## src/hdl/egc_pkg.sv

```systemverilog
// Shared types, constants and elaboration-time table builders for the coordinate converter.
package egc_pkg;

  // Signed 64-bit word: Q60 vector components and 2^64-per-turn phases
  typedef logic signed [63:0] word_t;

  // Working state of one CORDIC cell
  typedef struct packed {
    word_t x;
    word_t y;
    word_t z;
  } cordic_t;

  localparam int CORDIC_IT = 60;
  localparam int VEC_FRAC  = 60;
  localparam int COEF_FRAC = 58;
  localparam int SMUL_LAT  = 4;

  localparam logic [63:0] TWO_OVER_PI = 64'hA2F9836E4E44152A;
  localparam logic [127:0] POW5_10 = 128'd9765625;

  // Rotation matrix entries in units of 1e-10, row major
  localparam word_t COEF_DEC [9] = '{
    -64'sd548755604,  64'sd4941094279, -64'sd8676661490,
    -64'sd8734370902, -64'sd4448296300, -64'sd1980763734,
    -64'sd4838350155,  64'sd7469822445,  64'sd4559837762
  };

  // Rounded scaled product, ties away from zero; used for constant setup only
  function automatic word_t smul_c(word_t a, word_t b, int s);
    logic         neg;
    logic [63:0]  ua;
    logic [63:0]  ub;
    logic [127:0] prod;
    logic [62:0]  r;
    neg  = a[63] ^ b[63];
    ua   = a[63] ? 64'd0 - a : a;
    ub   = b[63] ? 64'd0 - b : b;
    prod = {64'd0, ua} * {64'd0, ub};
    prod = prod + (128'd1 << (s - 1));
    prod = prod >> s;
    r    = prod[62:0];
    return neg ? word_t'(64'd0 - {1'b0, r}) : word_t'({1'b0, r});
  endfunction

  // Inverse CORDIC gain in Q60 by Newton iteration
  function automatic word_t gain_calc();
    word_t p;
    word_t y;
    word_t t;
    p = word_t'(64'd1 << 60);
    for (int i = 0; i < CORDIC_IT; i++) begin
      if (2 * i < 63) begin
        p = p + (p >>> (2 * i));
      end
    end
    y = word_t'(64'd1 << 59);
    for (int i = 0; i < 8; i++) begin
      t = smul_c(y, y, VEC_FRAC);
      t = smul_c(p, t, VEC_FRAC);
      t = word_t'(64'd3 << 60) - t;
      y = smul_c(y, t, VEC_FRAC + 1);
    end
    return y;
  endfunction

  localparam word_t GAIN_K = gain_calc();

  // atan(2^-i) as a phase, full turn = 2^64
  function automatic logic [63:0] atan_entry(int i);
    logic [63:0]  r;
    logic [63:0]  term;
    logic [127:0] prod;
    logic [63:0]  hi;
    logic         done;
    int           e;
    if (i == 0) begin
      return 64'd1 << 61;
    end
    r    = 64'd0;
    done = 1'b0;
    for (int k = 0; k < 64; k++) begin
      e = 64 - i * (2 * k + 1);
      if (!done && e < 0) begin
        done = 1'b1;
      end
      if (!done) begin
        term = (64'd1 << e) / 64'(2 * k + 1);
        if (term == 64'd0) begin
          done = 1'b1;
        end else if (k % 2 == 1) begin
          r = r - term;
        end else begin
          r = r + term;
        end
      end
    end
    prod = {64'd0, r} * {64'd0, TWO_OVER_PI};
    hi   = prod[127:64];
    return (hi + 64'd2) >> 2;
  endfunction

  // Matrix entry in Q58, magnitude truncated
  function automatic word_t coef_entry(int idx);
    word_t        n;
    logic [63:0]  m;
    logic [127:0] q;
    n = COEF_DEC[idx];
    m = n[63] ? 64'd0 - n : n;
    q = ({64'd0, m} << 48) / POW5_10;
    return n[63] ? word_t'(64'd0 - q[63:0]) : word_t'(q[63:0]);
  endfunction

  // Rotation input beyond a quarter turn is folded by a half turn
  function automatic logic rot_flip(word_t a);
    return (a > word_t'(64'd1 << 62)) || (a < -word_t'(64'd1 << 62));
  endfunction

endpackage

```

## src/hdl/egc_cordic_cell.sv

```systemverilog
// One CORDIC micro-rotation, in rotation or vectoring mode, registered.
module egc_cordic_cell import egc_pkg::*; #(
  parameter int IDX    = 0,
  parameter bit VECTOR = 1'b0
) (
  input  logic    clk_i,
  input  logic    en_i,
  input  cordic_t st_i,
  output cordic_t st_o
);

  localparam word_t ATAN = word_t'(atan_entry(IDX));

  word_t   dx, dy;
  logic    fwd;
  cordic_t st_d, st_q;

  assign dx = st_i.y >>> IDX;
  assign dy = st_i.x >>> IDX;
  // Rotate toward zero residual angle, or toward the x axis
  assign fwd = VECTOR ? st_i.y[63] : ~st_i.z[63];

  always_comb begin
    if (fwd) begin
      st_d.x = st_i.x - dx;
      st_d.y = st_i.y + dy;
      st_d.z = st_i.z - ATAN;
    end else begin
      st_d.x = st_i.x + dx;
      st_d.y = st_i.y - dy;
      st_d.z = st_i.z + ATAN;
    end
  end

  always_ff @(posedge clk_i) begin
    if (en_i) begin
      st_q <= st_d;
    end
  end

  assign st_o = st_q;

endmodule

```

## config.mk

```make
export PLATFORM = sky130hd
export DESIGN_NAME = egc_cordic_cell
export DESIGN_NICKNAME = d
export VERILOG_FILES = /design/src/hdl/egc_pkg.sv /design/src/hdl/egc_cordic_cell.sv
export SDC_FILE = /design/constraint.sdc
export NUM_CORES = 1
export LEC_CHECK = 0
export ABC_AREA = 1
export BUFFER_PORTS_ARGS = -buffer_cell sky130_fd_sc_hd__buf_4
export CORE_ASPECT_RATIO = 1.5
export CORE_MARGIN = 3
export CORE_UTILIZATION = 50
export CTS_BUF_LIST = sky130_fd_sc_hd__clkbuf_8 sky130_fd_sc_hd__clkbuf_16
export DETAILED_ROUTE_END_ITERATION = 8
export PLACE_DENSITY = 0.78
export SLEW_MARGIN = 20
export SYNTH_ARGS = -nofsm -noshare
export SYNTH_HDL_FRONTEND = slang
export SYNTH_SLANG_ARGS = --single-unit
```

## constraint.sdc

```tcl
create_clock -name clk_i -period 2.75 [get_ports clk_i]
set_input_delay 0.4125 -clock clk_i [delete_from_list [all_inputs] [get_ports clk_i]]
set_output_delay 0.4125 -clock clk_i [all_outputs]
set_load 0.02 [all_outputs]
```

# == Word level (Yosys, flattened, before mapping) ==
# Cells that the tools add are included.
# classes
n_addsub,5
muxes,1
# op_table
op,count
2-to-1 mux 192 bit,1
subtractor 64 bit,2
adder 64 x 63 -> 64 bit (second input constant),1
adder 64 bit,1
subtractor 64 x 63 -> 64 bit (second input constant),1
# word_totals
regBits,192
in_bits,194
output_inout_bits,192
elab_cells,9

# == Longest topological paths before layout ==
# logic_depth
ltp_word,2
depth_mapped,18
mapped_depth_nobuf,17

# == Worst setup path before layout ==
# Ideal clock, no wire load.
# synth_path
path_kind,input to register
start,in st_i[128] (netlist name)
end,reg st_q (netlist bit st_o[184]) (data pin)
setup_time_ns,0.253
t_arrival_ns,1.919
t_required_ns,2.497
slack_ns,0.578
cell_stages,15
n_path_buf,0
path_cell_list,inv_1 ha_1 fa_1 inv_1 nand2_1 nand3_1 nand2_1 nand2_1 nand2_1 nand3_1 nand2_1 nand3_1 nand2_1 nand3_1 nand2_1
# synth_lines
element,line,text
from (decl),egc_cordic_cell.sv:8,"input cordic_t st_i,"
to (signal assigned),egc_cordic_cell.sv:37,st_q <= st_d;
to (decl),egc_cordic_cell.sv:16,"cordic_t st_d, st_q;"

==> qor.txt <==
Clock sink count: 191
Worst VDD drop: 433.4 uV
Drt via density: 5.271
FF+latch count, synth: 191
Routed vias: 27527
CP bufs+invs: 4
Status: finished, final reports clean
Drt total wl: 100400 microns
Synthesized Nets: 4412
Critical Path Stages: 13
Detailed Place HPWL: 84590 microns
Slowest stage delay, CP: 0.50 ns
CTS tree: done
Crit Path Category: in -> reg
Dpl cells: 5188
Design Area, Final: 29890 sq um
Area after DPL: 29260 sq um
FP Rows: 97
Primary FF master, synth: edfxtp_1
LEAKAGE: 17.12 nW
Syn. warnings: 0
Worst slew pin tran: 0.8310 ns
Critical path required time: 3.10 ns
Width of the die: 185.3 microns
Die area: 50950 sq um
Hold Crit Class: in -> reg
CP Cell Sequence: buf_4 -> inv_1 -> ha_1 -> nand2_1 -> nor2_1 -> buf_4 -> nand2_1 -> nor2_1 -> nand2_1 -> nand3_2 -> o21ai_0 -> o21ai_0 -> buf_4
Initial core utilization: 0.5107
Routed Antenna Nets: 0
# resized after CTS: 0
Number of detailed-route iterations in the first pass: 7
Hold Path Stages: 1
GPL Wtd Cong: 1.197
Hold_sp: st_i[34]
Worst path slowest cell: ha_1
Fin. Hold Viols: 0
TNS Setup: 0 ns
Largest net degree at the start of global routing: 124
# port buffers: 385
Avg Inst Size Synth: 5.992 sq um
Final setup vio count: 0
First-pass GRT wire length: 146300 microns
Final Worst Setup Slack: 0.2796 ns
Setup bufs post-CTS: 0
GRT overflow: 0
Crit path max-delay family: simple AND/OR/NAND/NOR gates
Fin cells: 5222
Iter 0 DRT Violations: 2420
Layout Utilization: 0.6331
Initial antenna violation count: 2
Worst Hold Slack: 0.09857 ns
P&R area growth vs syn: 23.95%
Syn Inst Count: 4024
Max FFs per register: 191
Hold_buf cts: 0
EDFF count, synth: 191
Share of layout cells above drive strength 1: 0.1946
Nature of the critical path endpoint: flop
CTS Buf Count: 17
Register area share after synthesis: 0.2379
Core area: 47210 sq um
Final period util: 0.8983
Max cap viols: 0
Hold Path Sink: st_o[34]$_DFFE_PP_
Clk root buf: clkbuf_16
IO Count: 386
Clk buf depth: 2
H-tree depth: 4
Post-synth ARST share: 0
Synth cell types: 41
Worst rel slew slack: 0.4401
Die height: 275.0 microns
RSZ-0062 raised after global routing: false
Final net count: 5001
Crit path DAT: 2.82 ns
Peak Freq: 404.8 MHz
Synthesized area: 24110 sq um
CP Max Fanout: 8
Max Slew Vio Count: 0
Min Tclk post-route: 2.470 ns
Reg clk slew, reported paths: 0.10 ns
Crit path launch type: primary input
DRC: 0
Vias in the first global route: 26250
Tot GR Track Use: 0.3826
DR WL/cell: 19.22 microns
Tot Pwr: 12.71 mW
Setup WS pre-CTS: -0.1509 ns
P per Cell Area: 425.1 nW/um^2
## synthesized netlist by cell type (8+ instances only)
library cell,number,share of area
clkbuf_1,12,0.0019
nand2_1,1508,0.23
buf_2,26,0.0054
nor2_4,12,0.0056
xor2_1,49,0.018
buf_6,19,0.0089
nand2_2,53,0.014
o22ai_1,8,0.0021
nor2_2,57,0.015
a21oi_1,163,0.034
nor3_2,12,0.0050
o21ai_0,102,0.021
nand3_2,25,0.010
nor3_1,9,0.0019
nor2_1,234,0.036
nand3_1,296,0.061
inv_1,869,0.14
o21bai_1,16,0.0050
o21ai_1,12,0.0025
buf_4,29,0.0090
edfxtp_1,191,0.24
ha_1,190,0.099
nand4_1,49,0.013
inv_2,32,0.0050
## worst max-delay path by stage
stage	startpoint	end	slack, ns
detailed placement	st_i[70]	st_o[147]$_DFFE_PP_	-0.15
global route	st_i[64]	st_o[112]$_DFFE_PP_	0.18
floorplan	st_i[128]	st_o[184]$_DFFE_PP_	0.58
finish	st_i[70]	st_o[147]$_DFFE_PP_	0.28
CTS	st_i[70]	st_o[147]$_DFFE_PP_	0.33
global placement	st_i[134]	st_o[147]$_DFFE_PP_	-0.22
## logic make-up (layout without fill, tap and decap cells)
kind of cell	Yosys count	after routing	synth area share
buf+inv	992	1594	0.1663
simple gates	2272	2272	0.4036
xor+xnor	50	50	0.01847
fa+ha+maj	194	194	0.1019
compound gates	325	325	0.07192
flops	191	191	0.2379
other cells	0	2	0
## per-layer routing
layer  share of wire  track usage  vias up  wire length (microns)
met1            0.34       0.3994    12174                  34300
met4            0.12       0.3568        0                  11600
met2            0.47       0.6600     1482                  47620
met3           0.068      0.04616      467                   6856
met5               0            0        -                      0
li1                -            -    13404                      -
## cell usage in the layout, fill, tap and decap left out, types with 4 or more instances in the layout
master and count:
nand2_1 1508, inv_1 869, buf_4 654, nand3_1 296
nor2_1 234, edfxtp_1 191, ha_1 190, a21oi_1 163
o21ai_0 102, nor2_2 57, nand2_2 53, nand4_1 49
xor2_1 49, inv_2 32, nand3_2 25, clkbuf_16 17
o21bai_1 16, nor2_4 12, nor3_2 12, o21ai_1 12
nor3_1 9, o22ai_1 8, a31oi_1 7, o31ai_1 6
clkinv_8 6, and2_1 5, a21o_1 5, buf_12 5
nand2_4 4, nand3b_2 4, fa_1 4
## final cells by class
| type | count | area [sq um] |
|---|---|---|
| Fill cell | 4677 | 17320 |
| Clock inverter | 15 | 197.7 |
| Clock buffer | 17 | 425.4 |
| Antenna cell | 2 | 5.005 |
| Timing Repair Buffer | 660 | 5024 |
| Inverter | 902 | 3388 |
| Sequential cell | 191 | 5736 |
| Tap cell | 594 | 743.2 |
| Multi-Input combinational cell | 2841 | 14370 |
## power by group
part | switching (mW) | leakage, nW | internal, mW
Sequential | 0.150 | 1.87 | 3.66
Combinational | 3.94 | 14.9 | 2.19
Clock | 1.45 | 0.304 | 1.32
Note: power is estimated with default switching activity, not from simulation.
